$ cat config.mk
export PLATFORM = sky130hd
export DESIGN_NAME = tty_line_discipline_flat
export DESIGN_NICKNAME = d
export VERILOG_FILES = /design/src/rtl/core/tld_pkg.sv /design/src/rtl/core/tld_if.sv /design/src/rtl/core/tld_store.sv /design/src/rtl/core/tld_decode.sv /design/src/rtl/core/tty_line_discipline.sv /design/src/flat_wrapper.sv
export SDC_FILE = /design/constraint.sdc
export NUM_CORES = 2
export LEC_CHECK = 0
export BUFFER_PORTS_ARGS = -buffer_cell sky130_fd_sc_hd__buf_2
export CORE_ASPECT_RATIO = 0.9
export CORE_MARGIN = 3
export CORE_UTILIZATION = 68
export DETAILED_ROUTE_END_ITERATION = 8
export GPL_ROUTABILITY_DRIVEN = 0
export PLACE_DENSITY = 0.85
export SKIP_CTS_REPAIR_TIMING = 1
export SYNTH_ARGS = -nofsm -noshare
export SYNTH_HDL_FRONTEND = slang
export SYNTH_SLANG_ARGS = --single-unit
$ cat constraint.sdc
create_clock -name clk -period 24.4 [get_ports clk]
set_clock_uncertainty 0.2 [all_clocks]
set_input_delay 6.1 -clock clk [delete_from_list [all_inputs] [get_ports clk]]
set_output_delay 6.1 -clock clk [all_outputs]
set_load 0.02 [all_outputs]
$ cat src/rtl/core/tld_pkg.sv
`timescale 1ns / 1ps
package tld_pkg;

  localparam int LINE_DEPTH_DEF = 256;
  localparam int CFG_AW         = 3;

  typedef enum logic [CFG_AW-1:0] {
    CFG_MODE  = 3'd0,
    CFG_STOP  = 3'd1,
    CFG_START = 3'd2,
    CFG_ERASE = 3'd3,
    CFG_EOF   = 3'd4,
    CFG_INTR  = 3'd5,
    CFG_QUIT  = 3'd6
  } cfg_idx_t;

  typedef enum logic [1:0] {
    KIND_NONE  = 2'd0,
    KIND_ECHO  = 2'd1,
    KIND_READ  = 2'd2,
    KIND_EMPTY = 2'd3
  } kind_t;

  typedef enum logic {
    OP_RECV = 1'b0,
    OP_READ = 1'b1
  } op_t;

  localparam logic [7:0] CH_CR       = 8'd13;
  localparam logic [7:0] CH_LF       = 8'd10;
  localparam logic [7:0] CH_BS       = 8'd8;
  localparam logic [7:0] CH_SP       = 8'd32;
  localparam logic [7:0] CH_CARET    = 8'd94;
  localparam logic [7:0] CTRL_OFFSET = 8'd64;
  localparam logic [7:0] CTRL_LIMIT  = 8'd32;

  localparam logic [7:0] MODE_RST  = 8'd237;
  localparam logic [7:0] STOP_RST  = 8'd26;
  localparam logic [7:0] START_RST = 8'd19;
  localparam logic [7:0] ERASE_RST = 8'o177;
  localparam logic [7:0] EOF_RST   = 8'd4;
  localparam logic [7:0] INTR_RST  = 8'd3;
  localparam logic [7:0] QUIT_RST  = 8'd28;

  typedef struct packed {
    logic echoctl;
    logic echoe;
    logic echo;
    logic ignbrk;
    logic isig;
    logic icanon;
    logic igncr;
    logic icrnl;
  } mode_t;

  typedef struct packed {
    mode_t      mode;
    logic [7:0] stop_c;
    logic [7:0] start_c;
    logic [7:0] erase_c;
    logic [7:0] eof_c;
    logic [7:0] intr_c;
    logic [7:0] quit_c;
  } cfg_t;

  typedef struct packed {
    kind_t      kind;
    logic [1:0] last_idx;
    logic [7:0] b0;
    logic [7:0] b1;
    logic [7:0] b2;
    logic       wake;
  } bundle_t;

  typedef struct packed {
    bundle_t res;
    logic    push;
    logic    erase;
  } decode_t;

endpackage

$ cat src/rtl/core/tld_if.sv
`timescale 1ns / 1ps
interface tld_in_if;
  logic       valid;
  logic       ready;
  logic       op;
  logic [7:0] data_byte;

  modport source (output valid, output op, output data_byte, input ready);
  modport sink   (input valid, input op, input data_byte, output ready);
endinterface

interface tld_out_if;
  logic       valid;
  logic       ready;
  logic [1:0] kind;
  logic [7:0] out_byte;
  logic       wake;
  logic       line_end;
  logic       last;

  modport source (output valid, output kind, output out_byte, output wake,
                  output line_end, output last, input ready);
  modport sink   (input valid, input kind, input out_byte, input wake,
                  input line_end, input last, output ready);
endinterface

$ cat src/rtl/core/tld_store.sv
`timescale 1ns / 1ps
module tld_store #(
  parameter int LINE_DEPTH = tld_pkg::LINE_DEPTH_DEF,
  localparam int AW = (LINE_DEPTH > 1) ? $clog2(LINE_DEPTH) : 1
) (
  input  logic          clk,
  input  logic          we,
  input  logic [AW-1:0] waddr,
  input  logic [7:0]    wdata,
  input  logic          re,
  input  logic [AW-1:0] raddr,
  output logic [7:0]    rdata_r
);
  import tld_pkg::*;

  logic [7:0] mem [LINE_DEPTH];

  always_ff @(posedge clk) begin
    if (we) begin
      mem[waddr] <= wdata;
    end
  end

  always_ff @(posedge clk) begin
    if (re) begin
      rdata_r <= mem[raddr];
    end
  end

endmodule

$ cat src/rtl/core/tld_decode.sv
`timescale 1ns / 1ps
module tld_decode (
  input  logic             op,
  input  logic [7:0]       data_byte,
  input  tld_pkg::cfg_t    cfg,
  input  logic             store_empty,
  output tld_pkg::decode_t dec
);
  import tld_pkg::*;

  logic [7:0] c;
  logic       drop;
  logic       wake;
  logic       push;
  logic       erase;
  logic [1:0] n;
  logic [7:0] e0;
  logic [7:0] e1;
  logic [7:0] e2;

  // translate, filter and build the echo sequence
  always_comb begin
    c     = data_byte;
    drop  = 1'b0;
    wake  = 1'b0;
    push  = 1'b0;
    erase = 1'b0;
    n     = 2'd0;
    e0    = 8'd0;
    e1    = 8'd0;
    e2    = 8'd0;
    if (c == CH_CR) begin
      if (cfg.mode.icrnl) begin
        c = CH_LF;
      end else if (cfg.mode.igncr) begin
        drop = 1'b1;
      end
    end
    if (!drop) begin
      if (cfg.mode.icanon) begin
        if (c == cfg.stop_c || c == cfg.start_c || c == cfg.erase_c) begin
          drop = 1'b1;
        end else if (c == CH_LF || c == cfg.eof_c) begin
          wake = 1'b1;
        end
      end else begin
        wake = 1'b1;
      end
    end
    if (!drop && (!cfg.mode.isig || cfg.mode.ignbrk) &&
        (c == cfg.intr_c || c == cfg.quit_c)) begin
      drop = 1'b1;
    end
    if (!drop) begin
      push = 1'b1;
      if (cfg.mode.echo) begin
        if (c == CH_LF) begin
          n  = 2'd2;
          e0 = CH_CR;
          e1 = CH_LF;
        end else if (c == CH_BS && cfg.mode.echoe) begin
          push = 1'b0;
          if (!store_empty) begin
            n     = 2'd3;
            e0    = CH_BS;
            e1    = CH_SP;
            e2    = CH_BS;
            erase = 1'b1;
          end
        end else if (c < CTRL_LIMIT) begin
          if (cfg.mode.echoctl) begin
            n  = 2'd2;
            e0 = CH_CARET;
            e1 = c + CTRL_OFFSET;
          end
        end else begin
          n  = 2'd1;
          e0 = c;
        end
      end
    end
  end

  always_comb begin
    dec = '0;
    if (op == OP_READ) begin
      dec.res.kind = store_empty ? KIND_EMPTY : KIND_READ;
    end else begin
      dec.res.kind     = (n == 2'd0) ? KIND_NONE : KIND_ECHO;
      dec.res.last_idx = (n == 2'd0) ? 2'd0 : n - 2'd1;
      dec.res.b0       = e0;
      dec.res.b1       = e1;
      dec.res.b2       = e2;
      dec.res.wake     = wake;
      dec.push         = push;
      dec.erase        = erase;
    end
  end

endmodule

$ cat src/rtl/core/tty_line_discipline.sv
`timescale 1ns / 1ps
// Terminal line discipline. A receive item (op 0) carries one typed byte that is
// translated, filtered, echoed and put in a ring line store of LINE_DEPTH bytes
// (it holds LINE_DEPTH-1; a byte arriving when full is dropped). A read item
// (op 1) takes one byte out of the store. Each item yields one to three result
// items, the final one marked by last. An accepted item waits in the input
// register, where it is decoded and the line store is read, until the result
// register is free, then moves to the result register. The result register
// holds an item until all its results are taken, offering them in order; a
// newline, control byte or erase echo gives more than one result. A new item
// is accepted when the input register is empty or moving on. The store has no
// clearing pass; only written entries are ever read.
module tty_line_discipline #(
  parameter int LINE_DEPTH = tld_pkg::LINE_DEPTH_DEF
) (
  input  logic                      clk,
  input  logic                      rst_n,
  tld_in_if.sink                    in_ch,
  tld_out_if.source                 out_ch,
  input  logic                      cfg_we,
  input  logic [tld_pkg::CFG_AW-1:0] cfg_addr,
  input  logic [7:0]                cfg_wdata
);
  import tld_pkg::*;

  localparam int AW = (LINE_DEPTH > 1) ? $clog2(LINE_DEPTH) : 1;
  localparam logic [AW-1:0] IDX_LAST = AW'(LINE_DEPTH - 1);

  cfg_t          cfg_r, cfg_nxt;
  logic          a_valid_r, a_valid_nxt;
  logic          a_op_r, a_op_nxt;
  logic [7:0]    a_byte_r, a_byte_nxt;
  logic          b_valid_r, b_valid_nxt;
  logic [1:0]    beat_r, beat_nxt;
  bundle_t       bun_r, bun_nxt;
  logic [AW-1:0] wr_idx_r, wr_idx_nxt;
  logic [AW-1:0] rd_idx_r, rd_idx_nxt;

  logic          accept;
  logic          a_fire;
  logic          b_last;
  logic          b_free;
  logic          out_fire;
  logic          store_empty;
  logic          store_full;
  logic [AW-1:0] wr_inc;
  logic [AW-1:0] wr_dec;
  logic [AW-1:0] rd_inc;
  logic          store_we;
  logic [7:0]    rdata;
  decode_t       dec;

  always_comb begin
    cfg_nxt = cfg_r;
    if (cfg_we) begin
      case (cfg_idx_t'(cfg_addr))
        CFG_MODE:  cfg_nxt.mode    = mode_t'(cfg_wdata);
        CFG_STOP:  cfg_nxt.stop_c  = cfg_wdata;
        CFG_START: cfg_nxt.start_c = cfg_wdata;
        CFG_ERASE: cfg_nxt.erase_c = cfg_wdata;
        CFG_EOF:   cfg_nxt.eof_c   = cfg_wdata;
        CFG_INTR:  cfg_nxt.intr_c  = cfg_wdata;
        CFG_QUIT:  cfg_nxt.quit_c  = cfg_wdata;
        default:   cfg_nxt = cfg_r;
      endcase
    end
  end

  assign store_empty = (wr_idx_r == rd_idx_r);
  assign wr_inc      = (wr_idx_r == IDX_LAST) ? '0 : wr_idx_r + 1'b1;
  assign wr_dec      = (wr_idx_r == '0) ? IDX_LAST : wr_idx_r - 1'b1;
  assign rd_inc      = (rd_idx_r == IDX_LAST) ? '0 : rd_idx_r + 1'b1;
  assign store_full  = (wr_inc == rd_idx_r);

  assign b_last   = (beat_r == bun_r.last_idx);
  assign out_fire = b_valid_r && out_ch.ready;
  assign b_free   = !b_valid_r || (out_ch.ready && b_last);
  assign a_fire   = a_valid_r && b_free;
  assign accept   = in_ch.valid && in_ch.ready;
  assign in_ch.ready = !a_valid_r || b_free;

  tld_decode u_decode (
    .op          (a_op_r),
    .data_byte   (a_byte_r),
    .cfg         (cfg_r),
    .store_empty (store_empty),
    .dec         (dec)
  );

  assign store_we = a_fire && dec.push && !store_full;

  tld_store #(.LINE_DEPTH(LINE_DEPTH)) u_store (
    .clk     (clk),
    .we      (store_we),
    .waddr   (wr_idx_r),
    .wdata   (a_byte_r == CH_CR && cfg_r.mode.icrnl ? CH_LF : a_byte_r),
    .re      (a_fire),
    .raddr   (rd_idx_r),
    .rdata_r (rdata)
  );

  always_comb begin
    a_valid_nxt = a_valid_r;
    a_op_nxt    = a_op_r;
    a_byte_nxt  = a_byte_r;
    if (accept) begin
      a_valid_nxt = 1'b1;
      a_op_nxt    = in_ch.op;
      a_byte_nxt  = in_ch.data_byte;
    end else if (a_fire) begin
      a_valid_nxt = 1'b0;
    end
  end

  always_comb begin
    b_valid_nxt = b_valid_r;
    beat_nxt    = beat_r;
    bun_nxt     = bun_r;
    wr_idx_nxt  = wr_idx_r;
    rd_idx_nxt  = rd_idx_r;
    if (a_fire) begin
      b_valid_nxt = 1'b1;
      beat_nxt    = 2'd0;
      bun_nxt     = dec.res;
      if (dec.erase) begin
        wr_idx_nxt = wr_dec;
      end else if (store_we) begin
        wr_idx_nxt = wr_inc;
      end
      if (dec.res.kind == KIND_READ) begin
        rd_idx_nxt = rd_inc;
      end
    end else if (out_fire) begin
      if (b_last) begin
        b_valid_nxt = 1'b0;
      end else begin
        beat_nxt = beat_r + 2'd1;
      end
    end
  end

  always_ff @(posedge clk) begin
    if (!rst_n) begin
      cfg_r     <= {MODE_RST, STOP_RST, START_RST, ERASE_RST, EOF_RST, INTR_RST, QUIT_RST};
      a_valid_r <= 1'b0;
      b_valid_r <= 1'b0;
      beat_r    <= 2'd0;
      wr_idx_r  <= '0;
      rd_idx_r  <= '0;
    end else begin
      cfg_r     <= cfg_nxt;
      a_valid_r <= a_valid_nxt;
      b_valid_r <= b_valid_nxt;
      beat_r    <= beat_nxt;
      wr_idx_r  <= wr_idx_nxt;
      rd_idx_r  <= rd_idx_nxt;
    end
  end

  always_ff @(posedge clk) begin
    a_op_r   <= a_op_nxt;
    a_byte_r <= a_byte_nxt;
    bun_r    <= bun_nxt;
  end

  always_comb begin
    out_ch.out_byte = bun_r.b0;
    case (beat_r)
      2'd1:    out_ch.out_byte = bun_r.b1;
      2'd2:    out_ch.out_byte = bun_r.b2;
      default: out_ch.out_byte = bun_r.b0;
    endcase
    if (bun_r.kind == KIND_READ) begin
      out_ch.out_byte = rdata;
    end
  end

  assign out_ch.valid    = b_valid_r;
  assign out_ch.kind     = bun_r.kind;
  assign out_ch.wake     = bun_r.wake;
  assign out_ch.last     = b_last;
  assign out_ch.line_end = (bun_r.kind == KIND_READ) && cfg_r.mode.icanon &&
                           (rdata == CH_LF || rdata == cfg_r.eof_c);

endmodule

$ cat src/flat_wrapper.sv
// flat-port wrapper written by rule: the top's interface ports become plain ports
module tty_line_discipline_flat import tld_pkg::*;
#(
  parameter int LINE_DEPTH = tld_pkg::LINE_DEPTH_DEF
)
  (clk, rst_n, cfg_we, cfg_addr, cfg_wdata, in_ch_valid, in_ch_op, in_ch_data_byte, in_ch_ready, out_ch_valid, out_ch_kind, out_ch_out_byte, out_ch_wake, out_ch_line_end, out_ch_last, out_ch_ready);
  tld_in_if in_ch_i ();
  tld_out_if out_ch_i ();
  input  logic clk;
  input  logic rst_n;
  input  logic cfg_we;
  input  logic [tld_pkg::CFG_AW-1:0] cfg_addr;
  input  logic [7:0] cfg_wdata;
  input wire logic [$bits(in_ch_i.valid)-1:0] in_ch_valid;
  input wire logic [$bits(in_ch_i.op)-1:0] in_ch_op;
  input wire logic [$bits(in_ch_i.data_byte)-1:0] in_ch_data_byte;
  output wire logic [$bits(in_ch_i.ready)-1:0] in_ch_ready;
  output wire logic [$bits(out_ch_i.valid)-1:0] out_ch_valid;
  output wire logic [$bits(out_ch_i.kind)-1:0] out_ch_kind;
  output wire logic [$bits(out_ch_i.out_byte)-1:0] out_ch_out_byte;
  output wire logic [$bits(out_ch_i.wake)-1:0] out_ch_wake;
  output wire logic [$bits(out_ch_i.line_end)-1:0] out_ch_line_end;
  output wire logic [$bits(out_ch_i.last)-1:0] out_ch_last;
  input wire logic [$bits(out_ch_i.ready)-1:0] out_ch_ready;
  assign in_ch_i.valid = in_ch_valid;
  assign in_ch_i.op = in_ch_op;
  assign in_ch_i.data_byte = in_ch_data_byte;
  assign in_ch_ready = in_ch_i.ready;
  assign out_ch_valid = out_ch_i.valid;
  assign out_ch_kind = out_ch_i.kind;
  assign out_ch_out_byte = out_ch_i.out_byte;
  assign out_ch_wake = out_ch_i.wake;
  assign out_ch_line_end = out_ch_i.line_end;
  assign out_ch_last = out_ch_i.last;
  assign out_ch_i.ready = out_ch_ready;
  tty_line_discipline #(.LINE_DEPTH(LINE_DEPTH)) u_core (.clk(clk), .rst_n(rst_n), .in_ch(in_ch_i), .out_ch(out_ch_i), .cfg_we(cfg_we), .cfg_addr(cfg_addr), .cfg_wdata(cfg_wdata));
endmodule
Yosys cells after proc, flatten, opt, wreduce, memory -nomap -nowiden

Memories as Yosys holds them, arrays and structs flattened. A register that Yosys moved wholly into a read port is not among the register bits.
Cells that the tools add are included.

$add $sub $neg: 6
Bitwise logic cells: 4
Magnitude comparators: 1
Muxes and demuxes: 57
Equality and inequality tests: 26
Reductions and logical operators: 49

Operators by type and width:

| operator                                                                     | count |
|---|---|
| 8-bit two-way mux                                                            | 16 |
| 8-bit equality test                                                          | 9 |
| 8-bit by 4-bit equality test with 1-bit output, second input constant        | 4 |
| 1-bit two-way mux                                                            | 28 |
| 2-bit AND reduction                                                          | 11 |
| 2-bit two-way mux                                                            | 9 |
| 8-bit by 1-bit adder with 8-bit output, second input constant                | 2 |
| 8-bit equality test, second input constant                                   | 2 |
| 8-bit one-hot mux with 2 select lines                                        | 1 |
| 1-bit logical AND                                                            | 12 |
| 3-bit equality test, second input constant                                   | 3 |
| 8-bit by 7-bit adder with 8-bit output, second input constant                | 1 |
| 8-bit zero test                                                              | 1 |
| 1-bit logical OR                                                             | 8 |
| 8-bit by 6-bit less-than comparator with 1-bit output, second input constant | 1 |
| 2-bit nonzero test                                                           | 4 |
| 8-bit by 1-bit subtractor with 8-bit output, second input constant           | 1 |
| 7-bit two-way mux                                                            | 1 |
| 2-bit equality test, second input constant                                   | 3 |
| 3-bit by 2-bit equality test with 1-bit output, second input constant        | 2 |
| 6-bit two-way mux                                                            | 1 |
| 2-bit OR reduction                                                           | 3 |
| 1-bit zero test                                                              | 5 |
| 5-bit OR reduction                                                           | 1 |
| 11 further kinds                                                             | 14 |

Input port bits: 25
Memories kept: 1
Bits in registers: 114
RAM bits: 2048
Word-level logic and storage cells: 173

Memories:

| name               | depth | bits a word | read ports | clocked after memory_dff | wr ports | RTL line        | source |
|---|---|---|---|---|---|---|---|
| u_core.u_store.mem | 256   | 8           | 1          | 1                        | 1        | tld_store.sv:16 | `logic [7:0] mem [LINE_DEPTH];` |

Depth between registers and ports, before layout

Depth after elaboration: 18
Depth in mapped cells: 17
Gate-level depth less buffers: 12

Cells and area by module

From an unflattened synthesis, not the netlist that was laid out.

Cell total of the unflattened synthesis: 4495
Area total of the unflattened synthesis: 86065.0 µm²

By module, submodules not included:

| module              | times used | area each (µm²) | sequential area each (µm²) | cells each |
|---|---|---|---|---|
| tld_store           | 1          | 79636.4         | 61739.2                    | 3733 |
| tty_line_discipline | 1          | 5252.5          | 2662.6                     | 599 |
| tld_decode          | 1          | 1176.1          | 0.0                        | 163 |

Worst setup path after synthesis

OpenSTA, ideal clock, no wires.

Path kind: input to output
Start: in out_ch_ready
End: out in_ch_ready
Cell stages on the path: 2
Arrival time: 6.583 ns
Setup slack: 11.517 ns
Path buffers: 0
Cell sequence: a21boi_0 -> nand2_1

Longest elaborated chain between the ends: 3

RTL lines:

| what              | RTL line                  | source |
|---|---|---|
| start, declared   | flat_wrapper.sv:24        | `input wire logic [$bits(out_ch_i.ready)-1:0] out_ch_ready;` |
| 1-bit logical AND | tty_line_discipline.sv:77 | `assign b_free = !b_valid_r \|\| (out_ch.ready && b_last);` |
| 1-bit logical OR  | tty_line_discipline.sv:77 |  |
| 1-bit logical OR  | tty_line_discipline.sv:80 | `assign in_ch.ready = !a_valid_r \|\| b_free;` |
| end, declared     | flat_wrapper.sv:17        | `output wire logic [$bits(in_ch_i.ready)-1:0] in_ch_ready;` |

Every way passes these cells.

Worst setup path in the final report

Same ends and word-level chain as after synthesis.

==> flow_summary.toml <==
[synthesis]
synth_top_area_share_pct = 73.4
synth_seq_area_share_pct = 75.1
synth-edff-count = 2087
synth_nets = 4010
postSynth.asyncResetShare_pct = 0
synth_area_per_cell_um2 = 21.5
ys_types = 73
ys.flop_type = "edfxtp_1"
ys_ff_latch = 2163
synth.cell_area_um2 = 85400
yosys.area.top_type = "edfxtp_1"
synth_cells = 3975
synth.area.top_cells = "edfxtp_1 (73%), mux4_2 (18%), dfxtp_1 (1.8%)"
yosysWarnings = 0

[setup_path]
cp_cell_sequence = "buf_2 -> a21boi_0 -> nand2_1 -> buf_2"
critPathBufInv = 2
cp-end-kind = "output port"
cp-start-kind = "input pin"
worst_path_most_repeated_cell = "buf_2"
cpLargestDelayFamily = "compound AO/OA/AOI/OAI gates"
cpPeakStageDelay_ns = 0.67
critPathKind = "input pin to output port"
critPathMaxFanout = 4
required_ns = 18.10
cp.arrival_ns = 7.32
cp_slowest_cell = "a21boi_0"

[timing]
setup_viol = 0
report.final.slew_viol_count = 86
holdWs_ns = 0.278
finalCritPeriodShare_pct = 55.8
finalCriticalPeriod_ns = 13.62
rsz0062_at_grt = "no"
hold_violations = 0
relSlewSlack_pct = -3.36
setup_tns_ns = 0
worst-slew-pin-transition_ns = 1.55
fmax_mhz = 73.4

[drt]
wl_per_cell_um = 41.8
firstDrtPassIters = 9
vias = 45600
drc = 273
wirelength_mm = 245
vias_per_cell = 7.78
ant_nets = 0
drtIter0Drc = 8088

[status]
failed_checks = "design-rule violations, max-slew violations"
status = "finished, violations left"

[floorplanning]
start_util_pct = 69.0
core-area_um2 = 124000
num_rows = 122
die_area_um2 = 130000
pin_count = 40
die_h_um = 342
die_x_um = 380

[pwr]
cellPowerDensity_nw_per_um2 = 78.9
p_leak_nw = 27.7
peakVddDrop_v = 0.0000788

[placed_design]
place_inst = 5491
port_buffers = 39
hpwl_mm = 121

[clock_tree]
cts_tree = "done"
htreeDepth = 4
cts_root_buffer = "clkbuf_16"
ctsLongestPathBuffers = 3
cts.sinks = 2163
numCtsBuffers = 191
clk_latency_ns = 0.84
clk_pin_slew_worst_paths_ns = 0.06

[global_route]
grt_pass1_wl_mm = 350
track_usage_pct = 38.6
grt-ovfl-total = 0
grt_pass1_vias = 45300
grt_max_degree = 230
antenna_found_initial = 20

[final_layout]
drive_gt1_share_pct = 27.0
area_growth_pct = 9.20
instances_no_fill = 5861
post-route-util_pct = 75.4
num-nets-final = 4045

[worst_hold_path]
hold_class = "flip-flop to flip-flop"

[job]
maxCapViolations = 0
-- kinds of logic (layout without fill, tap and decap cells) --
family                     Yosys count  in the layout  share of synthesized area [%]
AOI/OAI and AO/OA                  129            129                           1.07
buffers and inverters              269            463                           1.38
DFF                               2163           2163                           75.1
and+or+nand+nor                    645            645                           3.52
adders and majority gates           10             10                          0.146
muxes                              688            688                           18.0
other                                0             18                              0
xor gates and xnor gates            71             71                          0.728
-- final timing paths --
check                     startpoint                        end  slack, ns  cells past startpoint
setup reg to reg  u_core.rd_idx_r[0]  u_core.u_store.rdata_r[2]      17.03                      8
setup / recovery        out_ch_ready                in_ch_ready      10.78                      4
hold / removal      u_core.cfg_r[11]           u_core.cfg_r[11]       0.28                      2
hold reg to reg     u_core.cfg_r[11]           u_core.cfg_r[11]       0.28                      2
-- per-layer routing --
| metal | vias up | global-route usage, % | wire [µm] |
|---|---|---|---|
| met4 | 11 | 19.2 | 16000 |
| met5 | - | 0.481 | 87 |
| met1 | 23200 | 50.4 | 76900 |
| met2 | 4677 | 60.6 | 118000 |
| met3 | 1101 | 11.5 | 33600 |
| li1 | 16600 | - | - |
-- cell usage in the layout (no fill, tap or decap), types with 7 or more instances in the layout --
cell | netlist | layout
edfxtp_1 | 2087 | 2087
mux4_2 | 680 | 680
nor2_1 | 273 | 272
clkbuf_16 | 0 | 198
nand2_1 | 170 | 155
dfxtp_1 | 76 | 71
clkinv_2 | 0 | 52
xnor2_1 | 46 | 46
buf_4 | 6 | 45
nand3_1 | 45 | 44
clkinv_1 | 0 | 39
buf_2 | 75 | 39
a21boi_0 | 37 | 37
clkbuf_1 | 133 | 35
a21oi_1 | 28 | 28
xor2_1 | 25 | 25
nor2_2 | 23 | 23
or3_1 | 19 | 19
diode_2 | 0 | 18
inv_1 | 18 | 16
nand4_1 | 16 | 16
nand2_2 | 0 | 15
o211ai_1 | 14 | 14
nand2b_1 | 14 | 13
nor3_1 | 13 | 13
bufinv_16 | 0 | 13
nor2b_1 | 11 | 11
ha_1 | 10 | 10
nor2_4 | 7 | 8
o21ai_0 | 8 | 8
mux2i_1 | 7 | 7
a22oi_1 | 7 | 7
buf_12 | 0 | 7
-- worst min-delay path, cell delays in order (launching register included) --
cell      delay (ns)
dfxtp_1         0.32
nand2_1         0.05
a21boi_0        0.06
-- per-stage QoR --
stage / total power, mW / worst slack (ns) / area [µm²]
2_1_floorplan: 4.32 / 11.52 / 85400
3_3_place_gp: 4.38 / 10.95 / 87200
3_5_place_dp: 4.39 / 10.93 / 87200
4_1_cts: 7.34 / 10.87 / 93200
5_1_grt: 7.47 / 10.74 / 93300
6_report: 7.36 / 10.78 / 93300
-- state kept, by name, summed over array words and instances, names as in the netlist --
name,count
u_core.out_ch.kind,2
u_core.rd_idx_r,8
u_core.u_store.mem,2048
u_core.wr_idx_r,8
u_core.a_byte_r,8
u_core.bun_r,19
u_core.u_store.rdata_r,8
u_core.beat_r,2
u_core.out_ch.valid,1
u_core.out_ch.wake,1
u_core.cfg_r,56
u_core.a_op_r,1
u_core.a_valid_r,1
-- cells in the mapped netlist, drive strengths merged, types with 7 or more instances --
| cell | number |
|---|---|
| nor2 | 303 |
| a22oi | 7 |
| nor4 | 10 |
| nand3 | 45 |
| dfxtp | 76 |
| a21oi | 28 |
| nand4 | 18 |
| a21boi | 37 |
| nand2 | 170 |
| ha | 10 |
| buf | 116 |
| clkbuf | 133 |
| xnor2 | 46 |
| edfxtp | 2087 |
| nand2b | 14 |
| mux2i | 7 |
| nor3 | 13 |
| nor2b | 11 |
| o211ai | 15 |
| mux4 | 680 |
| or3 | 20 |
| xor2 | 25 |
| o21ai | 10 |
| inv | 20 |
-- where the power goes --
group / leakage, nW / switching, mW / internal (mW)
Clock: 2.98 / 1.41 / 1.62
Combinational: 5.38 / 0.167 / 0.0675
Sequential: 19.4 / 0.0110 / 4.08
-- cell type report --
class	count	area, µm²
Clock buffer	235	5100
Antenna cell	18	45.0
Inverter	20	97.6
Fill cell	5806	30500
Tap cell	1674	2090
Sequential cell	2163	64200
Clock inverter	117	911
Timing Repair Buffer	91	673
Multi-Input combinational cell	1543	20200
No activity file was read; power rests on OpenSTA's default activity.
